--- config.mk ---
export PLATFORM = sky130hd
export DESIGN_NAME = status_frame_builder_crc16
export DESIGN_NICKNAME = d
export VERILOG_FILES = /design/src/hw/rtl/sfb_pkg.sv /design/src/hw/rtl/status_frame_builder_crc16.sv
export SDC_FILE = /design/constraint.sdc
export NUM_CORES = 1
export LEC_CHECK = 0
export ABC_AREA = 1
export BUFFER_PORTS_ARGS = -buffer_cell sky130_fd_sc_hd__buf_4
export CAP_MARGIN = 10
export CORE_ASPECT_RATIO = 0.75
export CORE_MARGIN = 8
export CORE_UTILIZATION = 66
export CTS_CLUSTER_DIAMETER = 100
export DETAILED_ROUTE_END_ITERATION = 7
export GPL_ROUTABILITY_DRIVEN = 0
export GPL_TIMING_DRIVEN = 1
export PLACE_DENSITY_LB_ADDON = 0.3
export SKIP_LAST_GASP = 1
export SYNTH_ARGS = -nofsm -noshare
export SYNTH_HDL_FRONTEND = slang
export SYNTH_SLANG_ARGS = --single-unit
--- constraint.sdc ---
create_clock -name clk -period 9.35 [get_ports clk]
set_clock_uncertainty 0.1 [all_clocks]
set_input_delay 0.4675 -clock clk [delete_from_list [all_inputs] [get_ports clk]]
set_output_delay 0.4675 -clock clk [all_outputs]
set_load 0.05 [all_outputs]
--- src/hw/rtl/sfb_pkg.sv ---
// ----------------------------------------------------------------------------
// sfb_pkg
// Shared constants, types and the CRC-16/MODBUS byte step for the status
// frame builder.
// ----------------------------------------------------------------------------
package sfb_pkg;

  localparam int FRAME_LEN  = 15;
  localparam int CRC_SPAN   = 10;   // frame bytes 2..11
  localparam int BODY_BYTES = 8;    // frame bytes 2..9, the rest of the span is zero
  localparam int IN_W       = 56;

  localparam int          CNT_W      = $clog2(FRAME_LEN);
  localparam logic [CNT_W-1:0] FRAME_LAST = CNT_W'(FRAME_LEN - 1);

  localparam logic [7:0]  SYNC_A   = 8'hA3;
  localparam logic [7:0]  SYNC_B   = 8'hB3;
  localparam logic [7:0]  END_MARK = 8'hC3;

  localparam logic [15:0] CRC_INIT = 16'hFFFF;
  localparam logic [15:0] CRC_POLY = 16'hA001;

  // body[0] type, [1] seq, [2] flags, [3] mode, [4] pitch hi, [5] pitch lo,
  // [6] ack seq, [7] fault
  typedef struct packed {
    logic [BODY_BYTES-1:0][7:0] body;
    logic [15:0]                crc;
  } sfb_stage_t;

  // one byte through the reflected CRC, LSB first
  function automatic logic [15:0] crc_byte(input logic [15:0] crc_in,
                                           input logic [7:0]  din);
    logic [15:0] acc;
    acc = crc_in ^ {8'h00, din};
    for (int b = 0; b < 8; b++) begin
      acc = acc[0] ? ((acc >> 1) ^ CRC_POLY) : (acc >> 1);
    end
    return acc;
  endfunction

endpackage

--- src/hw/rtl/status_frame_builder_crc16.sv ---
// ----------------------------------------------------------------------------
// status_frame_builder_crc16
// Turns one status report into a 15-byte frame with a CRC-16/MODBUS trailer.
// ----------------------------------------------------------------------------
// Each report accepted on the in_ channel comes out as a 15-byte frame on the
// out_ channel, one byte per transfer, out_tlast on the last byte. The output
// is one byte wide, so the sending of frames sets the sustained rate. A report
// passes the CRC stages and the serialiser register before its first byte goes
// out. The CRC runs through a ten-stage pipeline, one frame byte per stage,
// so up to ten further reports are taken while a frame is being sent. The
// type byte is sampled from the configuration register when a report is taken.
module status_frame_builder_crc16 (
  input  logic        clk,
  input  logic        rst_n,
  input  logic        cfg_wr_en,
  input  logic [7:0]  cfg_wr_data,     // frame_type_byte
  input  logic        in_tvalid,
  output logic        in_tready,
  // seq_number[7:0], status_flags[15:8], mode_byte[23:16],
  // pitch_centideg[39:24], ack_seq[47:40], fault_byte[55:48]
  input  logic [55:0] in_tdata,
  output logic        out_tvalid,
  input  logic        out_tready,
  output logic [7:0]  out_tdata,       // out_byte[7:0]
  output logic        out_tlast        // last_byte
);
  import sfb_pkg::*;

  localparam int NSTG = CRC_SPAN;

  logic [7:0]               cfg_type_r;
  sfb_stage_t               stg_r   [NSTG];
  sfb_stage_t               stg_nxt [NSTG];
  logic [NSTG-1:0]          stg_v_r;
  logic [NSTG:0]            free;

  sfb_stage_t               ser_r;
  logic                     ser_v_r;
  logic [CNT_W-1:0]         cnt_r;
  logic                     ser_take;
  logic [15:0][7:0]         frame;

  always_ff @(posedge clk) begin
    if (!rst_n) begin
      cfg_type_r <= 8'h00;
    end else if (cfg_wr_en) begin
      cfg_type_r <= cfg_wr_data;
    end
  end

  // a stage takes new data when it is empty or its content moves on
  always_comb begin
    free[NSTG] = ser_take;
    for (int k = NSTG - 1; k >= 0; k--) begin
      free[k] = !stg_v_r[k] || free[k+1];
    end
  end

  assign in_tready = free[0];

  // stage 0 captures the report and runs the type byte through the CRC
  always_comb begin
    stg_nxt[0].body[0] = cfg_type_r;
    stg_nxt[0].body[1] = in_tdata[7:0];
    stg_nxt[0].body[2] = in_tdata[15:8];
    stg_nxt[0].body[3] = in_tdata[23:16];
    stg_nxt[0].body[4] = in_tdata[39:32];
    stg_nxt[0].body[5] = in_tdata[31:24];
    stg_nxt[0].body[6] = in_tdata[47:40];
    stg_nxt[0].body[7] = in_tdata[55:48];
    stg_nxt[0].crc     = crc_byte(CRC_INIT, cfg_type_r);
  end

  for (genvar k = 1; k < NSTG; k++) begin : g_crc
    always_comb begin
      stg_nxt[k].body = stg_r[k-1].body;
      if (k < BODY_BYTES) begin
        stg_nxt[k].crc = crc_byte(stg_r[k-1].crc, stg_r[k-1].body[k % BODY_BYTES]);
      end else begin
        stg_nxt[k].crc = crc_byte(stg_r[k-1].crc, 8'h00);
      end
    end
  end

  always_ff @(posedge clk) begin
    if (!rst_n) begin
      stg_v_r <= '0;
    end else begin
      for (int k = 0; k < NSTG; k++) begin
        if (free[k]) begin
          stg_v_r[k] <= (k == 0) ? in_tvalid : stg_v_r[(k == 0) ? 0 : k - 1];
        end
      end
    end
  end

  always_ff @(posedge clk) begin
    for (int k = 0; k < NSTG; k++) begin
      if (free[k]) begin
        stg_r[k] <= stg_nxt[k];
      end
    end
  end

  // serialiser: one finished frame, sent a byte per transfer
  assign ser_take = !ser_v_r || (out_tready && (cnt_r == FRAME_LAST));

  always_ff @(posedge clk) begin
    if (!rst_n) begin
      ser_v_r <= 1'b0;
      cnt_r   <= '0;
    end else if (ser_take) begin
      ser_v_r <= stg_v_r[NSTG-1];
      cnt_r   <= '0;
    end else if (out_tready) begin
      cnt_r   <= cnt_r + CNT_W'(1);
    end
  end

  always_ff @(posedge clk) begin
    if (ser_take) begin
      ser_r <= stg_r[NSTG-1];
    end
  end

  always_comb begin
    frame     = '0;
    frame[0]  = SYNC_A;
    frame[1]  = SYNC_B;
    for (int j = 0; j < BODY_BYTES; j++) begin
      frame[2+j] = ser_r.body[j];
    end
    frame[12] = ser_r.crc[7:0];
    frame[13] = ser_r.crc[15:8];
    frame[14] = END_MARK;
  end

  assign out_tvalid = ser_v_r;
  assign out_tdata  = frame[cnt_r];
  assign out_tlast  = (cnt_r == FRAME_LAST);

endmodule

Yosys cells after proc, flatten, opt, wreduce, memory -nomap -nowiden
Memory sizes are Yosys's and may differ from the RTL's. A register that Yosys moved wholly into a read port is not among the register bits.
Index checks and enable logic that the tools add are counted.
{"block": "classes", "muxes": 102, "n_eq_ne": 1, "n_addsub": 1, "magnitude_cmp": 1, "bitwise": 89, "reduce_logical": 24}
{"operator": "16-bit two-way mux", "count": 80}
{"operator": "2-bit inverter with 3-bit output", "count": 80}
{"operator": "16-bit by 8-bit XOR with 16-bit output", "count": 7}
{"operator": "8-bit binary-select mux with 4-bit select", "count": 1}
{"operator": "1-bit two-way mux", "count": 20}
{"operator": "8-bit inverter with 16-bit output", "count": 1}
{"operator": "1-bit zero test", "count": 11}
{"operator": "1-bit logical OR", "count": 11}
{"operator": "8-bit two-way mux", "count": 1}
{"operator": "4-bit by 5-bit < comparator with 1-bit output (second input constant)", "count": 1}
{"operator": "4-bit by 1-bit adder with 4-bit output (second input constant)", "count": 1}
{"operator": "4-bit equality test (second input constant)", "count": 1}
{"operator": "2-bit OR reduction", "count": 1}
{"operator": "1-bit logical AND", "count": 1}
{"operator": "1-bit inverter", "count": 1}
{"block": "totals", "wordCells": 232, "out_inout_bits": 11, "mem_bits_rw": 800, "memories": 1, "regBits": 23}
{"memory": "stg_r", "words": 10, "word_bits": 80, "rd": 10, "rd_ports_with_merged_regs": 1, "wr": 10, "line_no": "status_frame_builder_crc16.sv:32", "source": "sfb_stage_t stg_r [NSTG];"}

Logic depth before layout (Yosys ltp)
An unclocked memory read counts as a cell.
{"block": "depth", "depth_word": 18, "ltp_mapped": 14}

Worst setup path before layout
No wires, ideal clock.
{"block": "synth_path", "path_kind": "reg-to-reg", "start": "register cnt_r[0]", "end": "memory stg_r[1][0] (netlist bit) (enable)", "period_less_slack_ps": 6388, "arrival_ps": 5581, "path_slack_ps": 2962, "n_path_buf": 2, "stages_incl_launch_ff": 13, "required_ps": 8544, "cell_sequence": "dfxtp_1 -> buf_2 -> clkinv_1 -> clkbuf_1 -> ha_1 -> nand4_2 -> nand2_2 -> nor2_4 -> nand2_4 -> nor2_8 -> nand4_4 -> nor2_8 -> nand3_2"}
{"item": "start: declaration", "line_no": "status_frame_builder_crc16.sv:39", "source": "logic [CNT_W-1:0] cnt_r;"}
{"item": "start signal: assignment", "line_no": "status_frame_builder_crc16.sv:116", "source": "cnt_r <= cnt_r + CNT_W'(1);"}
{"item": "end: declaration", "line_no": "status_frame_builder_crc16.sv:32"}

Final worst setup path
{"block": "layout_path", "start": "register cnt_r[0]", "end": "output port in_tready"}
{"block": "layout_between", "elab_chain_len": 13}
{"item": "4-bit equality test", "line_no": "status_frame_builder_crc16.sv:106", "source": "assign ser_take = !ser_v_r || (out_tready && (cnt_r == FRAME_LAST));"}
{"item": "1-bit logical AND", "line_no": "status_frame_builder_crc16.sv:106"}
{"item": "1-bit logical OR", "line_no": "status_frame_builder_crc16.sv:106"}
{"item": "via free[10]", "line_no": "status_frame_builder_crc16.sv:35", "source": "logic [NSTG:0] free;"}
{"item": "1-bit logical OR (2 in series)", "line_no": "status_frame_builder_crc16.sv:55", "source": "free[k] = !stg_v_r[k] || free[k+1];"}
{"item": "via free[8]", "line_no": "status_frame_builder_crc16.sv:35"}
{"item": "1-bit logical OR (4 in series)", "line_no": "status_frame_builder_crc16.sv:55"}
{"item": "via free[4]", "line_no": "status_frame_builder_crc16.sv:35"}
{"item": "1-bit logical OR (4 in series)", "line_no": "status_frame_builder_crc16.sv:55"}
{"item": "end: declaration", "line_no": "status_frame_builder_crc16.sv:18", "source": "output logic in_tready,"}
The timed path passes the listed nets, and every way through them passes these cells.

==> metrics <==
worst vdd ir between 0.15 and 0.2 mV; # DRC 0; Nets around 1.8k; CP arrival approximately 6.3 ns; vias between 10k and 15k; Hold EP stg_v_r[0]; Power Dens Cells roughly 280 nW/um2; initial antenna violation count 1; n_diodes 0; Final Max Tran Viols 0; largest family of logic cells by synthesized area XOR/XNOR gates; synthesized instance count 1499; hold depth 3; number of I/O pins 80; post-synthesis simple-gate area fraction 4.93%; die span in x 264 um; share of the synthesized area in the top cell type around 86%; CTS max path bufs 3; r2r worst-path depth 11; Max-Cap Viols 0; adder-cell share of the synthesized area less than 1%; Critical Path Source Type flip-flop; Root Buffer clkbuf_16; First-pass DRT Iterations 7; Total Power ~10 mW; CP dominant cell by count buf_4; Routed WL 45.2 mm; r2r setup slk 2.73 ns; H-tree Lvls 3; worst-margin pin slew 1.15 ns; fin crit share between 70% and 80%; Final Hold Fails 0; Reg2Reg Capture Point stg_r[1][70]; Routed Antenna Nets 0; DP Wirelength approximately 28 mm; GRT Util Overall between 10% and 20%; DR vias/cell 5.31; Row Count 68; mux share of post-synthesis cell area 0.0328%; Worst-Skew Late Latency 0.60 ns; largest area contributor in the netlist edfxtp_1; Core Box Area between 40000 and 50000 um2; CTS Buf Count between 70 and 80; buffers plus inverters on the worst setup path 4; Tightest Hold Check Type in -> reg; max_slew headroom a little under a quarter; RSZ-0062 raised after global routing false; critical path's top delay family buffers and inverters; area delta synth->final 14.3%; Seq/Total Area, Yosys approximately 87%; TNS Setup 0 ns; Yosys cell types 39; r2r startpoint cnt_r[0]; average size of a mapped cell just over 20 um2; fmax roughly 150 MHz; IO buf count between 70 and 80; Critical Path RT 8.78 ns; vias in the first global route roughly 13k; final setup vio count 0; Tmin final 6.90 ns; Seq cells post-synth around 900; Die Ht 202 um; CTS tree yes; routed len/inst between 15 and 20 um; P_leak around 13 nW; cells along the critical path clkinv_1 -> ha_1 -> nand4_2 -> nand2_4 -> nor2_4 -> nand2_4 -> buf_4 -> nor2_8 -> nand4_4 -> nor2_8 -> nand4_4 -> buf_4 -> buf_4; HP Start in_tvalid; Initial Util around 67%; CP Class reg -> out; Synth Area in XOR/XNOR between 5 and 6%; mapped cell area about 30000 um2; post-cts sizing count 0; Clk pin slew, worst setup/hold paths around 0.060 ns; first-pass GRT wire length 70.5 mm; Syn Nets between 1.5k and 2k; GRT Residual Overflow 0; CP Capture Type output port; die area 53500 um2; CTS Sinks roughly 900; Crit-path slowest cell clkinv_1; complex-gate fraction of the synthesized area 1.30%; largest net degree at the start of global routing between 80 and 90; Detailed Route Iter0 Violations between 1k and 1.5k; status complete, no violations; synthesis warning total 0; main area contributors after synthesis edfxtp_1 86%, xor2_1 2.3%, xnor2_1 1.7%; CP Max Fanout 82; proportion of layout cells with a drive suffix above 1 between 10% and 20%; crit-path max cell delay between 1 and 1.5 ns
worst max path at each step:
stage               startpoint           end  cells after the start  slack [ns]
CTS                   cnt_r[0]     in_tready                     13        2.47
global route          cnt_r[0]     in_tready                     13        1.89
detailed placement    cnt_r[0]  stg_r[1][77]                     11        2.80
floorplan             cnt_r[0]   stg_r[1][0]                     12        2.96
finish                cnt_r[0]     in_tready                     13        2.45
global placement      cnt_r[0]  stg_r[1][75]                     11        3.19
metal layers:
metal	part of all wire, %	track usage [%]	vias up
met5	0.029	0	-
met4	2.8	6.06	2
met3	4.9	3.80	97
met2	48	27.8	354
met1	44	23.2	6137
li1	-	-	6003
where the power goes:
part / internal, mW / total, mW / switching, mW
Clock: 1.67 / 2.97 / 1.30
Sequential: 5.16 / 5.42 / 0.261
Combinational: 0.594 / 1.44 / 0.843
cell usage after synthesis (all sizes together):
| master | number |
|---|---|
| o221ai | 2 |
| ha | 2 |
| nor2 | 55 |
| dfxtp | 23 |
| a21oi | 14 |
| o21ai | 37 |
| clkinv | 4 |
| a221o | 2 |
| clkbuf | 10 |
| o22ai | 13 |
| nor3b | 1 |
| a31oi | 1 |
| nand3b | 6 |
| nand3 | 63 |
| mux2i | 1 |
| buf | 3 |
| xnor2 | 69 |
| or2 | 1 |
| o21a | 1 |
| inv | 66 |
| nand4 | 7 |
| edfxtp | 874 |
| xor2 | 89 |
| xnor3 | 2 |
| and2 | 1 |
| nand2 | 152 |
layout by cell type, fill, tap and decap left out, drive strengths merged, types with 4 or more instances in the layout:
cell type    instances
nand2              152
nand3               63
buf                 87
o21ai               37
xnor2               69
a21oi               14
bufinv               4
o22ai               13
clkbuf             102
nor2                55
dfxtp               23
nand4                7
edfxtp             874
dlygate4sd3         64
clkinv              34
inv                 68
nand3b               6
xor2                89
through the flow:
step           util [%]  hold slack [ns]  worst slack [ns]  cells  instance area [um2]
3_3_place_gp       69.6            0.304              3.19   2168                31900
6_report           76.1           0.0926              2.45   2370                34900
5_1_grt            76.1           0.0738              1.89   2370                34900
3_5_place_dp       69.6            0.305              2.80   2168                31900
4_1_cts            76.1           0.0550              2.47   2370                34900
2_1_floorplan         -            0.300              2.96   1499                30500
what timing repair did:
action                     4_1_cts  5_1_grt
setup endpoints to repair        0        0
hold buffers                    64        0
hold endpoints to repair        64        0
setup buffers                    0        0
worst min-delay path, stage by stage:
cell and delay, ns:
buf_4 0.08, inv_1 0.06, a21oi_2 0.13
layout make-up:
class / count / area (um2)
clock buffers: 102 / 2070
clock inverters: 36 / 275
fillers: 2308 / 11000
inverters: 70 / 263
multi-input cells: 519 / 3530
flip-flops and latches: 897 / 26700
well taps: 595 / 744
repair buffers: 151 / 1290
cell families (layout without fill, tap and decap cells):
group | after synthesis | count (layout)
xor+xnor | 160 | 160
mux | 1 | 1
buf+inv | 83 | 359
simple gates | 286 | 286
flops | 897 | 897
compound gates | 70 | 70
fa+ha+maj | 2 | 2
registers in the layout, indices dropped and copies added (netlist names):
register / flops
out_tvalid: 1
frame: 80
stg_r: 794
cfg_type_r: 8
cnt_r: 4
stg_v_r: 10
Note: power is estimated with default switching activity, not from simulation.
